**config.mk**
```make
export PLATFORM = sky130hd
export DESIGN_NAME = pqd_cell
export DESIGN_NICKNAME = d
export VERILOG_FILES = /design/src/rtl/pqd_pkg.sv /design/src/rtl/pqd_cell.sv
export SDC_FILE = /design/constraint.sdc
export NUM_CORES = 1
export LEC_CHECK = 0
export BUFFER_PORTS_ARGS = -buffer_cell sky130_fd_sc_hd__buf_4
export CAP_MARGIN = 0
export CORE_MARGIN = 4
export CORE_UTILIZATION = 57
export DETAILED_ROUTE_END_ITERATION = 6
export PLACE_DENSITY = 0.82
export SETUP_SLACK_MARGIN = 0.2
export SYNTH_ARGS = -nofsm -noshare
export SYNTH_HDL_FRONTEND = slang
export SYNTH_SLANG_ARGS = --single-unit
```
**constraint.sdc**
```tcl
create_clock -name clk -period 7.6 [get_ports clk]
set_input_delay 0.38 -clock clk [delete_from_list [all_inputs] [get_ports clk]]
set_output_delay 0.38 -clock clk [all_outputs]
set_load 0.01 [all_outputs]
```
**src/rtl/pqd_pkg.sv**
```systemverilog
// ----------------------------------------------------------------------------
// pqd_pkg
// Shared constants, types and the arctangent table of the planar quadrotor
// dynamics block.
// ----------------------------------------------------------------------------
package pqd_pkg;

  localparam int TrigStages = 16;
  localparam int AtanEntries = 24;
  localparam int StageW = $clog2(AtanEntries);

  localparam logic signed [33:0] CordicGain = 34'sd652032874;
  localparam logic signed [31:0] HalfPi = 32'sd105414357;
  localparam logic signed [31:0] FullPi = 32'sd210828714;

  localparam logic [2:0] RegThrustGain = 3'd0;
  localparam logic [2:0] RegTorqueGain = 3'd1;
  localparam logic [2:0] RegGravity = 3'd2;
  localparam logic [2:0] RegDragEn = 3'd3;
  localparam logic [2:0] RegLinDrag = 3'd4;
  localparam logic [2:0] RegAngDrag = 3'd5;

  typedef struct packed {
    logic signed [15:0] vx;
    logic signed [15:0] vy;
    logic signed [15:0] w;
    logic [15:0] t1;
    logic [15:0] t2;
    logic flip;
  } pqd_pay_t;

  typedef struct packed {
    logic signed [33:0] x;
    logic signed [33:0] y;
    logic signed [31:0] z;
  } pqd_vec_t;

  function automatic logic [31:0] atan_q26(input logic [StageW-1:0] i);
    logic [31:0] r;
    begin
      case (i)
        5'd0: r = 32'd52707179;
        5'd1: r = 32'd31114864;
        5'd2: r = 32'd16440240;
        5'd3: r = 32'd8345322;
        5'd4: r = 32'd4188855;
        5'd5: r = 32'd2096470;
        5'd6: r = 32'd1048491;
        5'd7: r = 32'd524277;
        5'd8: r = 32'd262143;
        default: r = 32'd1 << (5'd26 - i);
      endcase
      return r;
    end
  endfunction

  function automatic logic signed [23:0] sat_round(input logic signed [63:0] v);
    logic signed [63:0] r;
    begin
      r = (v + 64'sd134217728) >>> 28;
      if (r > 64'sd8388607) return 24'sh7fffff;
      if (r < -64'sd8388608) return 24'sh800000;
      return r[23:0];
    end
  endfunction

endpackage

```
**src/rtl/pqd_cell.sv**
```systemverilog
// ----------------------------------------------------------------------------
// pqd_cell
// One CORDIC rotation cell with its payload register.
// ----------------------------------------------------------------------------
module pqd_cell import pqd_pkg::*; (
  input  logic              clk,
  input  logic              en,
  input  logic [StageW-1:0] idx,
  input  pqd_vec_t          vec_i,
  input  pqd_pay_t          pay_i,
  output pqd_vec_t          vec_o,
  output pqd_pay_t          pay_o
);

  pqd_vec_t vec_r, vec_nxt;
  pqd_pay_t pay_r;

  always_comb begin
    if (!vec_i.z[31]) begin
      vec_nxt.x = vec_i.x - (vec_i.y >>> idx);
      vec_nxt.y = vec_i.y + (vec_i.x >>> idx);
      vec_nxt.z = vec_i.z - $signed(atan_q26(idx));
    end else begin
      vec_nxt.x = vec_i.x + (vec_i.y >>> idx);
      vec_nxt.y = vec_i.y - (vec_i.x >>> idx);
      vec_nxt.z = vec_i.z + $signed(atan_q26(idx));
    end
  end

  always_ff @(posedge clk) begin
    if (en) begin
      vec_r <= vec_nxt;
      pay_r <= pay_i;
    end
  end

  assign vec_o = vec_r;
  assign pay_o = pay_r;

endmodule

```
* Word-level counts from Yosys, hierarchy flattened
Index checks and enable logic that the tools add are counted. W data, S select, Z words.
Storage, ports and cells: output and inout port bits 181, bits in registers 181, bits of input ports 188
Operators by class: shifts and indexed selects 3, muxes and demuxes 4, reduce and logical (&&, ||, !) cells 1, add/sub/neg operators 7, equality and inequality tests 8
Operator list (number):
- $pmux W32 S9 | 1
- $mux W100 | 1
- $add A34 B34 Y34 | 2
- $sshr A34 B5 Y34 | 2
- $sub A34 B34 Y34 | 2
- $mux W32 | 2
- $add A32 B32 Y32 | 1
- $shl A1 B5 Y32 const A | 1
- $sub A32 B32 Y32 | 1
- $eq A5 B3 Y1 const B | 4
- $eq A5 B2 Y1 const B | 2
- $eq A5 B1 Y1 const B | 1
- $eq A5 B4 Y1 const B | 1
- $logic_not A5 Y1 | 1
- $sub A5 B5 Y5 const A | 1

* Logic depth before layout (Yosys ltp)
Gate-level depths: netlist of run 1.
depth after elaboration 6, depth in mapped cells 29, depth with buffers taken out 23

* Worst setup path before layout of run 1
No wires, ideal clock.
kind input-to-reg, from input port idx[1], to register vec_r (netlist bit vec_o[20]), data pin, setup time 0.258 ns, slack 1.745 ns, data required time 7.342 ns, arrival 5.597 ns, cell stages on the path 24, cells stage by stage buf_2 > buf_2 > buf_1 > clkbuf_1 > buf_2 > buf_1 > clkbuf_1 > buf_1 > a32o_1 > inv_1 > ha_1 > clkbuf_1 > nor2_1 > xor2_1 > ha_1 > a211oi_1 > o21a_1 > o21ai_0 > a31o_2 > a311o_1 > a311o_1 > a21o_1 > a21oi_1 > xnor2_1
RTL lines:
- from (decl) | RTL line pqd_cell.sv:8 | input logic [StageW-1:0] idx,
- to (signal assigned) | RTL line pqd_cell.sv:32 | vec_r <= vec_nxt;
- to (decl) | RTL line pqd_cell.sv:15 | pqd_vec_t vec_r, vec_nxt;

==> flow_metrics.py, run 1 <==
metrics = {
    "outcome": {
        "status": "finished with violations",
        "violations": "design-rule violations",
    },
    "power_and_ir_drop": {
        "swShare_pct": 39.37,
        "p_total_uw": 4470,
        "p_int_uw": 2710,
        "power_density_mw_per_mm2": 202.8,
        "ir_worst_vdd_uv": 163.4,
        "p_leak_uw": 0.009271,
        "switchingPower_uw": 1760,
        "p_comb_share_pct": 47.9,
        "power.share.clock_pct": 20.5,
        "seqPwrFrac_pct": 31.6,
    },
    "yosys": {
        "synth_cell_types": 102,
        "synthArstFlopShare_pct": 0,
        "yosys-top-cells-count": "186 x a21oi_1, 186 x nor2_1, 181 x edfxtp_1",
        "yosys_warnings": 0,
        "ys.flop_type": "edfxtp_1",
        "yosysSeqAreaShare_pct": 29.48,
        "synthCells": 1969,
        "netlist_area_mm2": 0.01843,
        "synth_edf_count": 181,
        "avgSynthCellArea_um2": 9.362,
        "syn_nets": 2266,
        "yosysTopAreaCell": "edfxtp_1",
        "synth_top_area_share_pct": 29.48,
        "synth_area_leaders": "edfxtp_1 29%, ha_1 7.2%, mux4_2 7.0%, a21oi_1 5.0%, xnor2_1 4.5%",
        "ys_ff_latch": 181,
    },
    "cts": {
        "cts_made_buffers": 17,
        "cts_sinks": 181,
        "hold_buffers": 0,
        "post_cts_buffers": 0,
        "root_buffer": "clkbuf_16",
        "cts_tree": "yes",
        "cts_resized": 0,
        "clkSlewWorstSetupHoldPaths_ps": 90,
        "htreeDepth": 4,
        "clock_path_buffers": 2,
    },
    "setup_path": {
        "required_ps": 7810,
        "crit_path_max_fanout": 70,
        "critical_path_class": "in -> reg",
        "start_kind": "input port",
        "endpoint_kind": "flip-flop",
        "arrival_ps": 6660,
    },
    "floorplanning": {
        "initial_core_util_pct": 58.12,
        "dieArea_mm2": 0.03528,
        "rows": 65,
        "core_mm2": 0.03172,
        "die_x_um": 187.8,
        "fp.dieH_um": 187.8,
        "boundaryPins": 369,
    },
    "placement": {
        "place_congestion": 1.080,
        "dp_slack_ps": 1002,
        "hpwl_um": 59180,
        "io_buffers": 368,
    },
    "grt": {
        "use_met3_pct": 11.95,
        "grt_use_met2_pct": 70.66,
        "grt_max_degree": 102,
        "grt_pass1_vias": 19151,
        "grt_util_all_layers_pct": 43.61,
        "grt_busiest_layer": "met2",
        "overflow": 0,
        "grt_first_pass_wirelength_um": 118500,
        "antenna_found_initial": 2,
        "met1_usage_pct": 51.08,
    },
    "route": {
        "ant_nets": 0,
        "wl_per_cell_um": 29.70,
        "wirelength_um": 80060,
        "drt_first_pass_iters": 7,
        "drt_iter0_drc": 3280,
        "drc": 13,
        "via_per_inst": 7.217,
        "vias": 19458,
    },
    "timing": {
        "period_needed_ps": 6447,
        "tightest_slew_ps": 1027,
        "whs_ps": 75.73,
        "hold_viol": 0,
        "rsz0062_at_grt": "false",
        "setup_ws_ps": 1153,
        "drv_slew": 0,
        "period_share_pct": 84.83,
        "slew-limit-headroom_pct": 31.56,
        "fmax_mhz": 155.1,
        "setup_viol": 0,
        "tns_ps": 0,
    },
    "run": {
        "maxCapViolCount": 0,
    },
    "hold_path": {
        "hold_path_class": "in -> reg",
    },
    "finish": {
        "layout-drive-gt1-share_pct": 25.69,
        "fill_cells": 2367,
        "syn_to_final_growth_pct": 19.59,
        "fin_nets": 2578,
        "utilization_pct": 69.50,
    },
}
-- metrics by stage --
stage | std cells | area (um^2)
2_1_floorplan | 1969 | 18430
3_3_place_gp | 2664 | 21480
3_5_place_dp | 2664 | 21480
4_1_cts | 2695 | 22040
5_1_grt | 2695 | 22040
6_report | 2696 | 22040
-- sequential cells by signal, indices dropped and copies added (netlist names) --
register  cells
pay_o        81
vec_o       100
-- final cells by class --
type	count	area [um^2]	area share, %
clock inverters	13	137.6	0.6243
flip-flops and latches	181	5435	24.66
repair buffers	410	3123	14.17
well taps	402	503.0	2.282
inverters	41	153.9	0.6981
diodes	1	2.502	0.01135
multi-input cells	1630	12260	55.62
clock buffers	18	429.2	1.947
-- cell usage in the layout, fill, tap and decap left out, drive strengths merged, types with 45 or more instances in the layout --
cell type and count:
a21oi 186, xor2 57, edfxtp 181, nand2 144
ha 106, nor2 189, mux2 54, o21ai 106
buf 410, a21o 45, inv 46, xnor2 94
mux2i 81, mux4 57
-- routing by layer --
metal	routed length [um]	part of all wire, %	up-vias
met5	13	0.016	-
met1	27180	34	9082
met2	36690	46	1750
li1	-	-	8155
met3	9791	12	469
met4	6381	8.0	2
-- power by group through the flow --
stage	combinational (uW)	sequential (uW)	clock (uW)
6_report	2140	1410	915
5_1_grt	2250	1430	966
4_1_cts	2080	1410	914
3_5_place_dp	2050	1430	0
3_3_place_gp	1990	1420	0
2_1_floorplan	1150	1520	0
-- worst max-delay path, cell delays in order --
cell       delay, ps
buf_6            570
buf_4            590
or2_2            410
o2bb2ai_1        130
a21oi_1          460
o211ai_2         200
inv_1             90
ha_1             160
o311a_1          420
nor4b_4          420
nand3_1          250
nor2_2           240
a21oi_1          120
xnor2_1          150
ha_1             350
a21oi_1          180
nor2b_1           70
o21ai_0          450
and3_1           240
a21oi_1          120
o221ai_1         280
a21oi_1          140
xnor2_1          140
-- cells by family (layout without fill, tap and decap cells) --
family,Yosys count,count (layout),share of synthesized area (%)
mux,192,192,14.66
other cells,0,1,0
xor+xnor,151,151,7.174
simple gates,547,547,14.17
compound gates,631,631,22.95
flops,181,181,29.48
fa+ha+maj,109,109,7.521
buf+inv,158,482,4.045
-- path summary, 6_finish.rpt --
path	start	to	slack, ps	cells past startpoint
max	idx[0]	vec_o[65]$_DFFE_PP_	1150	23
min	pay_i[68]	pay_o[68]$_DFFE_PP_	80	1
(Power assumes the default switching activity.)
==> inputs of run 2 (changes only) <==
--- a/config.mk
+++ b/config.mk
@@ -5,12 +5,13 @@
 export SDC_FILE = /design/constraint.sdc
 export NUM_CORES = 1
 export LEC_CHECK = 0
+export ABC_AREA = 1
 export BUFFER_PORTS_ARGS = -buffer_cell sky130_fd_sc_hd__buf_4
 export CAP_MARGIN = 0
 export CORE_MARGIN = 4
-export CORE_UTILIZATION = 57
+export CORE_UTILIZATION = 51
 export DETAILED_ROUTE_END_ITERATION = 6
-export PLACE_DENSITY = 0.82
+export PLACE_DENSITY = 0.79
 export SETUP_SLACK_MARGIN = 0.2
 export SYNTH_ARGS = -nofsm -noshare
 export SYNTH_HDL_FRONTEND = slang
==> constraint.sdc (replaced) <==
create_clock -name clk -period 5.7 [get_ports clk]
set_input_delay 0.285 -clock clk [delete_from_list [all_inputs] [get_ports clk]]
set_output_delay 0.285 -clock clk [all_outputs]
set_load 0.01 [all_outputs]
==> run 2 against run 1 <==
Compared with the run above: global-route usage shrank 8.4 points; synthesized cell count grew 21%; highest routed layer unchanged; power grew 30%; routed wire length shrank 17%; die area grew 1.6%; final area shrank 3.2%; utilization shrank 3.8 points; clock power grew 36%; sequential power grew 35%; first-iteration DRC count shrank 32%; worst hold slack lost 54 ps; the run now ends clean; sequential cell count is the same.
==> flow_metrics.py, run 2 <==
metrics = {
    "cts": {
        "hold_buffers": 77,
        "clkSlewWorstSetupHoldPaths_ps": 80,
        "cts_tree": "yes",
        "post_cts_buffers": 0,
        "clock_path_buffers": 2,
        "htreeDepth": 4,
        "cts_resized": 0,
        "root_buffer": "clkbuf_16",
        "cts_sinks": 181,
        "cts_made_buffers": 17,
    },
    "power_and_ir_drop": {
        "power_density_mw_per_mm2": 271.8,
        "p_comb_share_pct": 45.9,
        "p_leak_uw": 0.01029,
        "p_int_uw": 3458,
        "power.share.clock_pct": 21.3,
        "ir_worst_vdd_uv": 212.6,
        "swShare_pct": 40.37,
        "switchingPower_uw": 2342,
        "seqPwrFrac_pct": 32.8,
    },
    "timing": {
        "rsz0062_at_grt": "false",
        "drv_slew": 0,
        "hold_viol": 0,
        "tns_ps": 0,
        "slew-limit-headroom_pct": 45.18,
        "tightest_slew_ps": 821.1,
        "period_needed_ps": 5150,
        "period_share_pct": 90.34,
        "fmax_mhz": 194.2,
        "setup_ws_ps": 550.5,
        "setup_viol": 0,
    },
    "floorplanning": {
        "fp.dieH_um": 189.3,
        "boundaryPins": 369,
        "rows": 66,
        "die_x_um": 189.3,
        "core_mm2": 0.03245,
        "dieArea_mm2": 0.03583,
        "initial_core_util_pct": 51.65,
    },
    "setup_path": {
        "endpoint_kind": "flip-flop",
        "crit_slowest_cell": "a21oi_1",
        "critical_path_class": "in -> reg",
        "critPathMaxStageDelay_ps": 370,
        "path_common_cell": "nand2_1",
        "arrival_ps": 5360,
        "required_ps": 5910,
        "crit_path_max_fanout": 35,
        "start_kind": "input port",
    },
    "yosys": {
        "synth.most_common_cell": "nand2_1",
        "netlist_area_mm2": 0.01676,
        "synthArstFlopShare_pct": 0,
        "ys_ff_latch": 181,
        "synth_top_area_share_pct": 32.43,
        "synthCells": 2392,
        "synth_edf_count": 181,
        "synth_cell_types": 46,
        "yosys-top-cells-count": "785 x nand2_1, 366 x nand3_1, 181 x edfxtp_1",
        "yosysTopAreaCell": "edfxtp_1",
        "yosys_warnings": 0,
        "ys.flop_type": "edfxtp_1",
        "avgSynthCellArea_um2": 7.008,
        "syn_nets": 2689,
        "yosysSeqAreaShare_pct": 32.43,
        "synth_area_leaders": "edfxtp_1 32%, nand2_1 18%, nand3_1 11%, ha_1 7.9%, xor2_1 5.7%",
    },
    "finish": {
        "layout-drive-gt1-share_pct": 16.18,
        "multi_input_area_mm2": 0.01034,
        "final_common_cell": "nand2_1",
        "final_cell_mix": "785 x nand2_1, 396 x buf_4, 366 x nand3_1",
        "fill_cells": 2810,
        "ff_latch_area_mm2": 0.005435,
        "largest_register_ffs": 100,
        "syn_to_final_growth_pct": 27.28,
        "fin_nets": 3103,
    },
    "route": {
        "via_per_inst": 5.846,
        "wirelength_um": 66810,
        "drc": 0,
        "wl_per_cell_um": 20.44,
        "drt_iter0_drc": 2221,
        "vias": 19111,
        "drt_first_pass_iters": 7,
        "ant_nets": 0,
    },
    "hold_path": {
        "hold_end": "pay_o[0]$_DFFE_PP_",
        "hp-start": "pay_i[0]",
        "hold_path_class": "in -> reg",
        "hold-path-cell-count": 1,
    },
    "placement": {
        "place_congestion": 0.9985,
        "io_buffers": 368,
        "dp_slack_ps": 374.4,
        "hpwl_um": 50480,
    },
    "grt": {
        "grt_util_all_layers_pct": 35.22,
        "grt_max_degree": 74,
        "grt_first_pass_wirelength_um": 99280,
        "overflow": 0,
        "antenna_found_initial": 6,
        "grt_pass1_vias": 18123,
    },
    "outcome": {
        "status": "completed",
    },
    "run": {
        "maxCapViolCount": 0,
    },
}
## run 2: final cells by class
| cell class | count | area share [%] |
|---|---|---|
| antenna | 8 | 0.09383 |
| clock buffer | 18 | 2.011 |
| clock inverter | 14 | 0.7565 |
| inverter | 159 | 2.809 |
| multi-input combinational | 1970 | 48.48 |
| sequential | 181 | 25.47 |
| tap | 442 | 2.592 |
| timing repair buffer | 477 | 17.79 |
## run 2: kinds of logic after synthesis
family | synth area share, %
muxes | 0.1194
DFF | 32.43
adders and majority gates | 8.271
and+or+nand+nor | 35.08
xor gates and xnor gates | 8.256
AOI/OAI and AO/OA | 9.980
buffers and inverters | 5.874
## run 2: layer usage
| metal | vias to the layer above | track usage, % | wire length [um] |
|---|---|---|---|
| met4 | 2 | 13.97 | 2966 |
| met2 | 1142 | 59.26 | 31120 |
| met1 | 8863 | 45.21 | 26240 |
| met3 | 178 | 6.305 | 6460 |
| li1 | 8926 | - | - |
| met5 | - | 0 | 13 |
## run 2: power by group through the flow
stage / registers [uW] / logic, uW / clock network (uW)
after global placement: 1910 / 2490 / 0
after floorplan: 2050 / 1390 / 0
after CTS: 1900 / 2590 / 1230
final: 1900 / 2660 / 1240
after detailed placement: 1920 / 2520 / 0
after global routing: 1930 / 2890 / 1300
## run 2: worst max-delay path by stage
stage	cells after the start	slack, ps	end	start
after floorplan	28	1680	vec_o[26]$_DFFE_PP_	idx[3]
after global placement	25	420	vec_o[22]$_DFFE_PP_	idx[2]
after detailed placement	28	370	vec_o[58]$_DFFE_PP_	idx[0]
after CTS	28	860	vec_o[58]$_DFFE_PP_	idx[0]
after global routing	28	260	vec_o[93]$_DFFE_PP_	idx[0]
final	30	550	vec_o[98]$_DFFE_PP_	idx[0]
## run 2: worst max-delay path: cells and delay by family
family,cells,cell delay [ps]
buf+inv,3,800
xor+xnor,1,170
compound gates,4,890
simple gates,21,2810
fa+ha+maj,1,360
## run 2: stage by stage
step	power [uW]	instance area, um^2	utilization (%)	hold slack (ps)	std cells
global placement	4406	19930	61.42	463.1	3150
CTS	5715	21300	65.62	1.643	3259
finish	5800	21340	65.74	21.41	3269
global route	6113	21330	65.73	4.968	3268
floorplan	3441	16760	-	383.9	2392
detailed placement	4446	19930	61.42	464.6	3150
